[src/hdl/sha1_hash_engine_core_assert.svh]
// Assertion macros for the SHA-1 hash engine core.
`ifndef SHA1_HASH_ENGINE_CORE_ASSERT_SVH
`define SHA1_HASH_ENGINE_CORE_ASSERT_SVH

`ifndef ASSERT_OFF
`define SHA1_ASSERT(lbl, prop, msg) \
	lbl: assert property (@(posedge clk) disable iff (!arst_n) prop) else $error(msg);
`define SHA1_ASSERT_ALWAYS(lbl, prop, msg) \
	lbl: assert property (@(posedge clk) prop) else $error(msg);
`else
`define SHA1_ASSERT(lbl, prop, msg)
`define SHA1_ASSERT_ALWAYS(lbl, prop, msg)
`endif

`endif

[src/hdl/sha1_pkg.sv]
// Types, constants and round functions shared by the SHA-1 hash engine.
package sha1_pkg;

	typedef struct packed {
		logic [31:0] message_word;
		logic [2:0]  byte_count;
		logic        last_word;
	} msg_t;

	typedef struct packed {
		logic [31:0] digest_h0;
		logic [31:0] digest_h1;
		logic [31:0] digest_h2;
		logic [31:0] digest_h3;
		logic [31:0] digest_h4;
	} dgst_t;

	typedef struct packed {
		logic [31:0] a;
		logic [31:0] b;
		logic [31:0] c;
		logic [31:0] d;
		logic [31:0] e;
	} wv_t;

	localparam logic [31:0] IV0 = 32'h6745_2301;
	localparam logic [31:0] IV1 = 32'hEFCD_AB89;
	localparam logic [31:0] IV2 = 32'h98BA_DCFE;
	localparam logic [31:0] IV3 = 32'h1032_5476;
	localparam logic [31:0] IV4 = 32'hC3D2_E1F0;
	localparam wv_t IV = '{a: IV0, b: IV1, c: IV2, d: IV3, e: IV4};

	localparam logic [31:0] PAD_MARK_WORD = 32'h8000_0000;
	localparam logic [6:0]  NUM_ROUNDS    = 7'd80;

	function automatic logic [31:0] keep_mask(input logic [1:0] cnt);
		logic [31:0] m;
		case (cnt)
			2'd0:    m = 32'h0000_0000;
			2'd1:    m = 32'hFF00_0000;
			2'd2:    m = 32'hFFFF_0000;
			2'd3:    m = 32'hFFFF_FF00;
			default: m = 32'h0000_0000;
		endcase
		return m;
	endfunction

	function automatic logic [31:0] pad_bit(input logic [1:0] cnt);
		logic [31:0] m;
		case (cnt)
			2'd0:    m = 32'h8000_0000;
			2'd1:    m = 32'h0080_0000;
			2'd2:    m = 32'h0000_8000;
			2'd3:    m = 32'h0000_0080;
			default: m = 32'h8000_0000;
		endcase
		return m;
	endfunction

	function automatic logic [31:0] round_f(input logic [6:0] t, input logic [31:0] b,
			input logic [31:0] c, input logic [31:0] d);
		logic [31:0] f;
		if (t < 7'd20) begin
			f = (b & c) | (~b & d);
		end else if (t < 7'd40) begin
			f = b ^ c ^ d;
		end else if (t < 7'd60) begin
			f = (b & c) | (b & d) | (c & d);
		end else begin
			f = b ^ c ^ d;
		end
		return f;
	endfunction

	function automatic logic [31:0] round_k(input logic [6:0] t);
		logic [31:0] k;
		if (t < 7'd20) begin
			k = 32'h5A82_7999;
		end else if (t < 7'd40) begin
			k = 32'h6ED9_EBA1;
		end else if (t < 7'd60) begin
			k = 32'h8F1B_BCDC;
		end else begin
			k = 32'hCA62_C1D6;
		end
		return k;
	endfunction

endpackage

[src/hdl/sha1_round.sv]
// One SHA-1 round: schedule expansion and working variable update.
module sha1_round import sha1_pkg::*; (
	input  logic [6:0]  t,
	input  wv_t         wv,
	input  logic [31:0] x3,
	input  logic [31:0] x8,
	input  logic [31:0] x14,
	input  logic [31:0] x16,
	output logic [31:0] w,
	output wv_t         wv_next
);

	logic [31:0] mix;
	logic [31:0] tmp;

	always_comb begin
		mix = x3 ^ x8 ^ x14 ^ x16;
		if (t < 7'd16) begin
			w = x16;
		end else begin
			w = {mix[30:0], mix[31]};
		end
		tmp = {wv.a[26:0], wv.a[31:27]} + round_f(t, wv.b, wv.c, wv.d) + wv.e
			+ round_k(t) + w;
		wv_next.a = tmp;
		wv_next.b = wv.a;
		wv_next.c = {wv.b[1:0], wv.b[31:2]};
		wv_next.d = wv.c;
		wv_next.e = wv.d;
	end

endmodule

[src/hdl/sha1_hash_engine_core.sv]
// SHA-1 hash engine top level: word intake, padding, round sequencer, schedule memory.
// A message word is taken only while idle; the stall stays high while a block is
// padded or compressed. A full block runs 80 rounds in alternating phases (two
// reads per cycle from the 16-word schedule memory), an issue step and a chaining
// update step. The last word adds padding words and one or two compressions.
// Reset sets the chaining words to the initial values and clears fill and length.
`include "sha1_hash_engine_core_assert.svh"

module sha1_hash_engine_core import sha1_pkg::*; (
	input  logic  clk,
	input  logic  arst_n,
	input  logic  word_valid,
	output logic  word_stall,
	input  msg_t  word_data,
	output logic  digest_valid,
	input  logic  digest_stall,
	output dgst_t digest_data
);

	typedef enum logic [1:0] {
		ST_IDLE,
		ST_PAD,
		ST_ROUND,
		ST_FINAL
	} state_t;

	typedef enum logic [2:0] {
		PAD_NONE,
		PAD_MARK,
		PAD_ZERO,
		PAD_LEN_LO,
		PAD_DONE
	} pad_t;

	state_t      state_q;
	pad_t        pad_q;
	logic [3:0]  fill_q;
	logic [63:0] bitlen_q;
	logic [6:0]  rnd_q;
	logic        ph_q;
	wv_t         chain_q;
	wv_t         work_q;
	logic [31:0] x3_q;
	logic [31:0] x8_q;
	dgst_t       out_q;
	logic        out_valid_q;

	logic [31:0] sched_mem [16];
	logic [31:0] rd_a_q;
	logic [31:0] rd_b_q;

	logic        accept;
	logic        out_load;
	logic [2:0]  cnt_c;
	logic [31:0] load_word;
	logic [31:0] pad_word;
	logic        we;
	logic [3:0]  waddr;
	logic [31:0] wdata;
	logic [3:0]  ra;
	logic [3:0]  rb;
	logic [6:0]  t;
	logic [31:0] w;
	wv_t         wv_next;
	wv_t         sum;

	assign accept       = word_valid && (state_q == ST_IDLE);
	assign word_stall   = (state_q != ST_IDLE);
	assign digest_valid = out_valid_q;
	assign digest_data  = out_q;
	assign t            = rnd_q - 7'd1;
	assign out_load     = (state_q == ST_FINAL) && (pad_q == PAD_DONE)
		&& (!out_valid_q || !digest_stall);

	assign sum.a = chain_q.a + work_q.a;
	assign sum.b = chain_q.b + work_q.b;
	assign sum.c = chain_q.c + work_q.c;
	assign sum.d = chain_q.d + work_q.d;
	assign sum.e = chain_q.e + work_q.e;

	sha1_round u_round (
		.t       (t),
		.wv      (work_q),
		.x3      (x3_q),
		.x8      (x8_q),
		.x14     (rd_a_q),
		.x16     (rd_b_q),
		.w       (w),
		.wv_next (wv_next)
	);

	always_comb begin
		cnt_c = (word_data.byte_count > 3'd4) ? 3'd4 : word_data.byte_count;
		if (!word_data.last_word || cnt_c == 3'd4) begin
			load_word = word_data.message_word;
		end else begin
			load_word = (word_data.message_word & keep_mask(cnt_c[1:0])) | pad_bit(cnt_c[1:0]);
		end

		case (pad_q)
			PAD_MARK:   pad_word = PAD_MARK_WORD;
			PAD_ZERO:   pad_word = (fill_q == 4'd14) ? bitlen_q[63:32] : 32'd0;
			PAD_LEN_LO: pad_word = bitlen_q[31:0];
			default:    pad_word = 32'd0;
		endcase

		we    = 1'b0;
		waddr = fill_q;
		wdata = load_word;
		case (state_q)
			ST_IDLE: begin
				we = accept;
			end
			ST_PAD: begin
				we    = 1'b1;
				wdata = pad_word;
			end
			ST_ROUND: begin
				we    = !ph_q && (rnd_q != 7'd0) && (t >= 7'd16);
				waddr = t[3:0];
				wdata = w;
			end
			default: begin
				we = 1'b0;
			end
		endcase

		if (!ph_q) begin
			ra = rnd_q[3:0] - 4'd3;
			rb = rnd_q[3:0] - 4'd8;
		end else begin
			ra = rnd_q[3:0] - 4'd14;
			rb = rnd_q[3:0];
		end
	end

	always_ff @(posedge clk) begin
		if (we) begin
			sched_mem[waddr] <= wdata;
		end
		rd_a_q <= sched_mem[ra];
		rd_b_q <= sched_mem[rb];
	end

	always_ff @(posedge clk or negedge arst_n) begin
		if (!arst_n) begin
			state_q     <= ST_IDLE;
			pad_q       <= PAD_NONE;
			fill_q      <= 4'd0;
			bitlen_q    <= 64'd0;
			rnd_q       <= 7'd0;
			ph_q        <= 1'b0;
			chain_q     <= IV;
			work_q      <= '0;
			x3_q        <= 32'd0;
			x8_q        <= 32'd0;
			out_q       <= '0;
			out_valid_q <= 1'b0;
		end else begin
			if (out_load) begin
				out_valid_q <= 1'b1;
			end else if (out_valid_q && !digest_stall) begin
				out_valid_q <= 1'b0;
			end
			case (state_q)
				ST_IDLE: begin
					if (accept) begin
						fill_q <= fill_q + 4'd1;
						if (!word_data.last_word) begin
							bitlen_q <= bitlen_q + 64'd32;
							pad_q    <= PAD_NONE;
						end else begin
							bitlen_q <= bitlen_q + {58'd0, cnt_c, 3'd0};
							pad_q    <= (cnt_c == 3'd4) ? PAD_MARK : PAD_ZERO;
						end
						if (fill_q == 4'd15) begin
							state_q <= ST_ROUND;
							work_q  <= chain_q;
							rnd_q   <= 7'd0;
							ph_q    <= 1'b0;
						end else if (word_data.last_word) begin
							state_q <= ST_PAD;
						end
					end
				end
				ST_PAD: begin
					fill_q <= fill_q + 4'd1;
					case (pad_q)
						PAD_MARK:   pad_q <= PAD_ZERO;
						PAD_ZERO:   pad_q <= (fill_q == 4'd14) ? PAD_LEN_LO : PAD_ZERO;
						PAD_LEN_LO: pad_q <= PAD_DONE;
						default:    pad_q <= pad_q;
					endcase
					if (fill_q == 4'd15) begin
						state_q <= ST_ROUND;
						work_q  <= chain_q;
						rnd_q   <= 7'd0;
						ph_q    <= 1'b0;
					end
				end
				ST_ROUND: begin
					if (!ph_q) begin
						if (rnd_q != 7'd0) begin
							work_q <= wv_next;
						end
						if (rnd_q == NUM_ROUNDS) begin
							state_q <= ST_FINAL;
						end else begin
							ph_q <= 1'b1;
						end
					end else begin
						x3_q  <= rd_a_q;
						x8_q  <= rd_b_q;
						rnd_q <= rnd_q + 7'd1;
						ph_q  <= 1'b0;
					end
				end
				ST_FINAL: begin
					rnd_q <= 7'd0;
					if (pad_q == PAD_DONE) begin
						if (out_load) begin
							out_q       <= '{digest_h0: sum.a, digest_h1: sum.b,
								digest_h2: sum.c, digest_h3: sum.d, digest_h4: sum.e};
							chain_q     <= IV;
							bitlen_q    <= 64'd0;
							pad_q       <= PAD_NONE;
							state_q     <= ST_IDLE;
						end
					end else begin
						chain_q <= sum;
						state_q <= (pad_q == PAD_NONE) ? ST_IDLE : ST_PAD;
					end
				end
				default: begin
					state_q <= ST_IDLE;
				end
			endcase
		end
	end

	`SHA1_ASSERT(a_round_bound, (state_q == ST_ROUND) |-> (rnd_q <= NUM_ROUNDS), "round index past 80")
	`SHA1_ASSERT(a_round_fill, (state_q == ST_ROUND) |-> (fill_q == 4'd0), "compression with partial block")
	`SHA1_ASSERT(a_out_source, $rose(out_valid_q) |-> $past(state_q == ST_FINAL), "digest not from final step")
	`SHA1_ASSERT_ALWAYS(a_pad_done, (pad_q == PAD_DONE) |-> (state_q == ST_ROUND || state_q == ST_FINAL), "padding done outside compression")

endmodule

[config.mk]
export PLATFORM = sky130hd
export DESIGN_NAME = sha1_hash_engine_core
export DESIGN_NICKNAME = d
export VERILOG_FILES = /design/src/hdl/sha1_pkg.sv /design/src/hdl/sha1_round.sv /design/src/hdl/sha1_hash_engine_core.sv
export VERILOG_INCLUDE_DIRS = /design/src /design/src/hdl
export SDC_FILE = /design/constraint.sdc
export NUM_CORES = 2
export LEC_CHECK = 0
export BUFFER_PORTS_ARGS = -buffer_cell sky130_fd_sc_hd__buf_2
export CAP_MARGIN = 25
export CORE_MARGIN = 5
export CORE_UTILIZATION = 37
export DETAILED_ROUTE_END_ITERATION = 12
export GPL_TIMING_DRIVEN = 0
export HOLD_SLACK_MARGIN = 0.06
export PLACE_DENSITY_LB_ADDON = 0.1
export REMOVE_ABC_BUFFERS = 1
export SLEW_MARGIN = 20
export SYNTH_ARGS = -nofsm -noshare
export SYNTH_HDL_FRONTEND = slang
export SYNTH_SLANG_ARGS = --single-unit
[constraint.sdc]
create_clock -name clk -period 21.1 [get_ports clk]
set_input_delay 1.055 -clock clk [delete_from_list [all_inputs] [get_ports clk]]
set_output_delay 1.055 -clock clk [all_outputs]
set_load 0.01 [all_outputs]
Word level (Yosys, flattened, before mapping). Memory sizes are Yosys's and may differ from the RTL's. A register that Yosys moved wholly into a read port is not among the register bits. Index checks and enable logic that the tools add are counted.

Bits in registers: 626. Bits in latches: 0. RAM bits: 512. Memory bits (read-only): 0. Input port bits: 40. Output and inout bits: 162. Logic and storage cells: 186. Memories: 1.

$add $sub $neg: 17. Multiply operators: 0. Divide/modulo/power cells: 0. $lt $le $gt $ge: 6. Eq/ne operators: 26. Shift-type cells: 0. Mux-type cells: 65. Bitwise operators: 15. Reductions and logical operators: 32.

Memories: sched_mem (words 16, bits a word 32, read ports 2, clocked after Yosys merged registers in 2, write ports 1, RTL line sha1_hash_engine_core.sv:48) `logic [31:0] sched_mem [16];`.

Operators with widths (number): $mux 160 (6); $pmux 160 s3 (1); $mux 32 (10); $add 32x32->32 (9); $mux 64 (4); $pmux 32 s4 (2); $and 32x32->32 (5); $xor 32x32->32 (5); $or 32x32->32 (4); $pmux 64 s2 (1); $pmux 32 s3 (1); $add 64x6->64 (1); $add 64x6->64 const B (1); $pmux 32 s2 (1); $not 32->32 (1); $mux 31 (1); $pmux 7 s4 (1); $mux 7 (3); $mux 2 (10); $pmux 3 s3 (2); $mux 4 (4); $ne 2x2->1 const B (8); $lt 7x5->1 const B (2); $lt 7x6->1 const B (2); 36 further kinds (76).

Longest topological paths before layout.
Depth in word-level cells: 13. Mapped depth: 33. Mapped depth without buffers: 27.

Cells and area by module. Synthesis repeated with hierarchy kept, for this count alone.

Cells, all modules: 5450. Area, all modules: 65831.9 um2.

By module, submodules not included: sha1_hash_engine_core (instances 1, cells each 4576, area an instance 58292.2 um2, seq. area each 32346.0 um2); sha1_round (instances 1, cells each 874, area an instance 7539.7 um2, seq. area each 0.0 um2).

Worst setup path before layout. Ideal clock, no wire load.

Kind: reg-to-reg. From: register rnd_q[1]. To: register work_q[158] (netlist name). Library setup time: 0.124 ns. Data arrival time: 7.173 ns. Required time: 20.976 ns. Slack: 13.803 ns. Stages on the path, launching flop included: 31. Buffers on the path: 6. Period minus slack after synthesis: 7.297 ns. Path through: dfrtp_1 clkbuf_1 clkbuf_1 clkbuf_1 inv_1 ha_1 a21bo_2 or3_1 xor2_1 a21o_1 or3_1 buf_2 inv_1 nor2_1 clkbuf_1 buf_1 a221oi_1 fa_1 fa_1 inv_1 ha_1 a21o_1 a21o_1 a2111oi_2 o21ai_1 a311o_1 and3_1 o41a_1 a31oi_1 xor2_1 o21ai_1.

Word-level cells in the longest chain between the ends: 12. Elaborated cells between the ends (all ways): 22. Those cells by class: add/sub (5); order compare (4); eq/ne (1); mux (10); reduce/logical (2).

Ends and longest elaborated chain: from (decl) (RTL line sha1_hash_engine_core.sv:39) `logic [6:0] rnd_q;`; from (signal assigned) (RTL line sha1_hash_engine_core.sv:214) `rnd_q <= rnd_q + 7'd1;`; $sub 7x1->7 (RTL line sha1_hash_engine_core.sv:71) `assign t = rnd_q - 7'd1;`; $lt 7x6->1 (RTL line sha1_pkg.sv:67, sha1_pkg.sv:81); $mux 32 (RTL line sha1_pkg.sv:67) `end else if (t < 7'd60) begin`; $mux 32 (RTL line sha1_pkg.sv:65) `end else if (t < 7'd40) begin`; $mux 32 (RTL line sha1_pkg.sv:63) `if (t < 7'd20) begin`; $add 32x32->32 (2 in a row) (RTL line sha1_round.sv:23) `tmp = {wv.a[26:0], wv.a[31:27]} + round_f(t, wv.b, wv.c, wv.d) + wv.e`; $add 32x32->32 (2 in a row) (RTL line sha1_round.sv:24) `+ round_k(t) + w;`; $mux 160 (RTL line sha1_hash_engine_core.sv:203) `if (rnd_q != 7'd0) begin`; $mux 160 (RTL line sha1_hash_engine_core.sv:202) `if (!ph_q) begin`; $pmux 160 s3 (RTL line sha1_hash_engine_core.sv:165) `case (state_q)`; to (signal assigned) (RTL line sha1_hash_engine_core.sv:178) `work_q <= chain_q;`; to (signal assigned) (RTL line sha1_hash_engine_core.sv:196) `work_q <= chain_q;`; to (signal assigned) (RTL line sha1_hash_engine_core.sv:204) `work_q <= wv_next;`; to (decl) (RTL line sha1_hash_engine_core.sv:42) `wv_t work_q;`.

Several ways; a longest one is shown, not always the timed one. The select of a mux whose other input is x is not followed. A chain may end at the register's enable or synchronous reset.

Final worst setup path.
From: register rnd_q[1]. To: register work_q[157] (netlist name).

The elaborated chain is that of the path after synthesis.

==> flow_summary.yaml <==
critical_path:
  worstPathMaxFanout: 41
  slowest_delay_ns: 0.80
  cp-startpoint: "rnd_q[1]$_DFFE_PN0P_"
  arrival_ns: 10.29
  critPathKind: "reg2reg"
  regToRegStartpoint: "rnd_q[1]$_DFFE_PN0P_"
  critPathSlowestCell: "or3_1"
  start_kind: "flip-flop"
  required_ns: 21.74
  cpMostUsedCell: "inv_1"
  cp-end-kind: "flip-flop"
sta:
  rsz0062_at_grt: "false"
  tightest_slew_ns: 1.049
  maxSlewViolCount: 0
  max_freq_ghz: 0.1036
  setup_viol: 0
  hold_viol: 0
  skew_ns: 0.03149
  fin_crit_ns: 9.653
  timing.final.crit_share_pct: 45.75
  slew_headroom_pct: 28.08
cts:
  insertion_delay_ns: 0.79
  clk_pin_slew_worst_paths_ns: 0.06
  cts_tree: "built"
  clkSinkCount: 1199
  ctsHtreeMaxLevel: 4
  numCtsBuffers: 144
  cts_setup_buffers: 0
  root_buffer: "clkbuf_16"
  cts.repair.resized: 0
  cts_buffer_depth: 3
  ctsHoldBuffers: 0
yosys:
  synth_area_leader_cell: "edfxtp_1"
  synth_top_area_share_pct: 23.67
  synth-warning-count: 0
  ys_seq_elements: 1199
  synth-main-ff-cell: "dfrtp_1"
  synth_edf_count: 512
  synth-seq-area-share_pct: 49.79
  synth.avg_cell_area_sq_um: 12.32
  syn_inst: 5274
  synth_cell_types: 87
  synthArstFlopShare_pct: 51.96
  syn_area_sq_um: 64960
  synth_area_leaders: "edfxtp_1, dfrtp_1, mux4_2"
drt:
  wl_microns: 205000
  ant_nets: 0
  drtIter0Drc: 2991
  routed_via_density: 5.544
  vias: 44240
  drc: 0
  drt-pass1-iter-count: 6
  wl_per_cell_microns: 25.69
placed_design:
  routabilityCongestion: 0.9121
  io_buffers: 201
  placed_cells: 7703
  postPlaceCellArea_sq_um: 71740
  hpwl_microns: 150100
cells_and_area:
  layout.nets: 5904
  fin_cells: 7979
  final_core_util_pct: 44.04
  most-common-layout-cells: "nand2_1, dfrtp_1, edfxtp_1"
  syn_to_final_growth_pct: 18.09
  final_common_cell: "nand2_1"
  drive_above_1_share_pct: 20.72
  stdcell_area_sq_um: 76720
floorplanning:
  die_h_microns: 429.0
  start_util_pct: 37.29
  placeableCoreArea_sq_um: 174200
  fp.dieArea_sq_um: 184100
  dieWidth_microns: 429.0
  rows: 153
  ios: 202
grt:
  grt_pass1_wl_microns: 303100
  grtUsageTotal_pct: 21.92
  grt_pass1_vias: 45170
  grt-ovfl-total: 0
  antenna_found_initial: 4
  grt_max_degree: 89
worst_hold_path:
  hold_class: "in2async"
status:
  status: "finished clean"
run:
  cap_violations: 0
final cells by class:
| cell class | instances | area, sq um |
|---|---|---|
| Multi-Input combinational cell | 3585 | 31090 |
| Sequential cell | 1199 | 32360 |
| Clock inverter | 54 | 720.7 |
| Antenna cell | 2 | 5.005 |
| Clock buffer | 216 | 4219 |
| Tap cell | 2325 | 2909 |
| Inverter | 228 | 859.6 |
| Fill cell | 16000 | 97490 |
| Timing Repair Buffer | 370 | 4557 |
cells in the mapped netlist (all sizes together), types with 78 or more instances:
cell / instances
nand2: 647
inv: 226
fa: 118
a21o: 85
mux2: 101
a21oi: 186
mux2i: 208
xor2: 132
edfxtp: 512
dfrtp: 543
clkbuf: 220
nor2: 285
ha: 218
nand3: 78
dfstp: 80
xnor2: 198
mux4: 320
o21ai: 326
state kept, by name, indices dropped and copies added, names as in the netlist:
register	cells
state_q	2
chain_q	160
x8_q	32
x3_q	32
rnd_q	7
digest_data	160
bitlen_q	61
rd_b_q	32
sched_mem	512
ph_q	1
fill_q	4
digest_valid	1
work_q	160
pad_q	3
rd_a_q	32
worst max-delay path: cells and delay by family (launching register included):
kind	cells	cell delay [ns]
and+or+nand+nor	4	1.86
xor gates and xnor gates	2	0.56
adders and majority gates	4	1.61
DFF	1	0.69
AOI/OAI and AO/OA	10	2.72
buffers and inverters	7	1.95
logic make-up (layout without fill, tap and decap cells):
family	Yosys count	in the layout	synth area share, %
flip-flops	1199	1199	49.79
other	0	2	0
AND/OR/NAND/NOR	1261	1261	8.470
adder cells (fa/ha/maj)	336	336	7.835
XOR/XNOR	332	332	4.518
AO/OA/AOI/OAI	1027	1027	10.49
multiplexers	629	629	16.05
buffers and inverters	490	868	2.847
stage by stage:
| stage | setup slack [ns] | hold WS (ns) | TNS (ns) |
|---|---|---|---|
| 2_1_floorplan | 0.6560 | 0.4753 | 0 |
| 3_3_place_gp | -20.74 | 0.4562 | -2080.21 |
| 3_5_place_dp | 11.38 | 0.4589 | 0 |
| 4_1_cts | 11.33 | 0.1028 | 0 |
| 5_1_grt | 10.98 | 0.1315 | 0 |
| 6_report | 11.45 | 0.1582 | 0 |
final timing paths:
| check | endpoint | slack (ns) | depth (start not counted) |
|---|---|---|---|
| worst max-delay path | work_q[157]$_DFFE_PN0P_ | 11.45 | 27 |
| worst min-delay path | work_q[33]$_DFFE_PN0P_ | 0.16 | 1 |
| worst max register to register | work_q[157]$_DFFE_PN0P_ | 11.45 | 27 |
| worst min register to register | digest_data[44]$_DFFE_PN0P_ | 0.47 | 2 |
| max in group asynchronous | x3_q[29]$_DFFE_PN0P_ | 19.28 | 4 |
| min in group clk | digest_data[44]$_DFFE_PN0P_ | 0.47 | 2 |
metal layers:
layer	up-vias	track usage [%]	wire, microns
li1	20030	-	-
met1	22750	29.83	90180
met2	1155	36.53	98850
met3	302	2.792	8933
met4	0	7.128	7005
met5	-	0	0
Power is left out: the tool's default activity adds up to more than one toggle a clock period on the data nets, which glitch-free logic cannot reach.
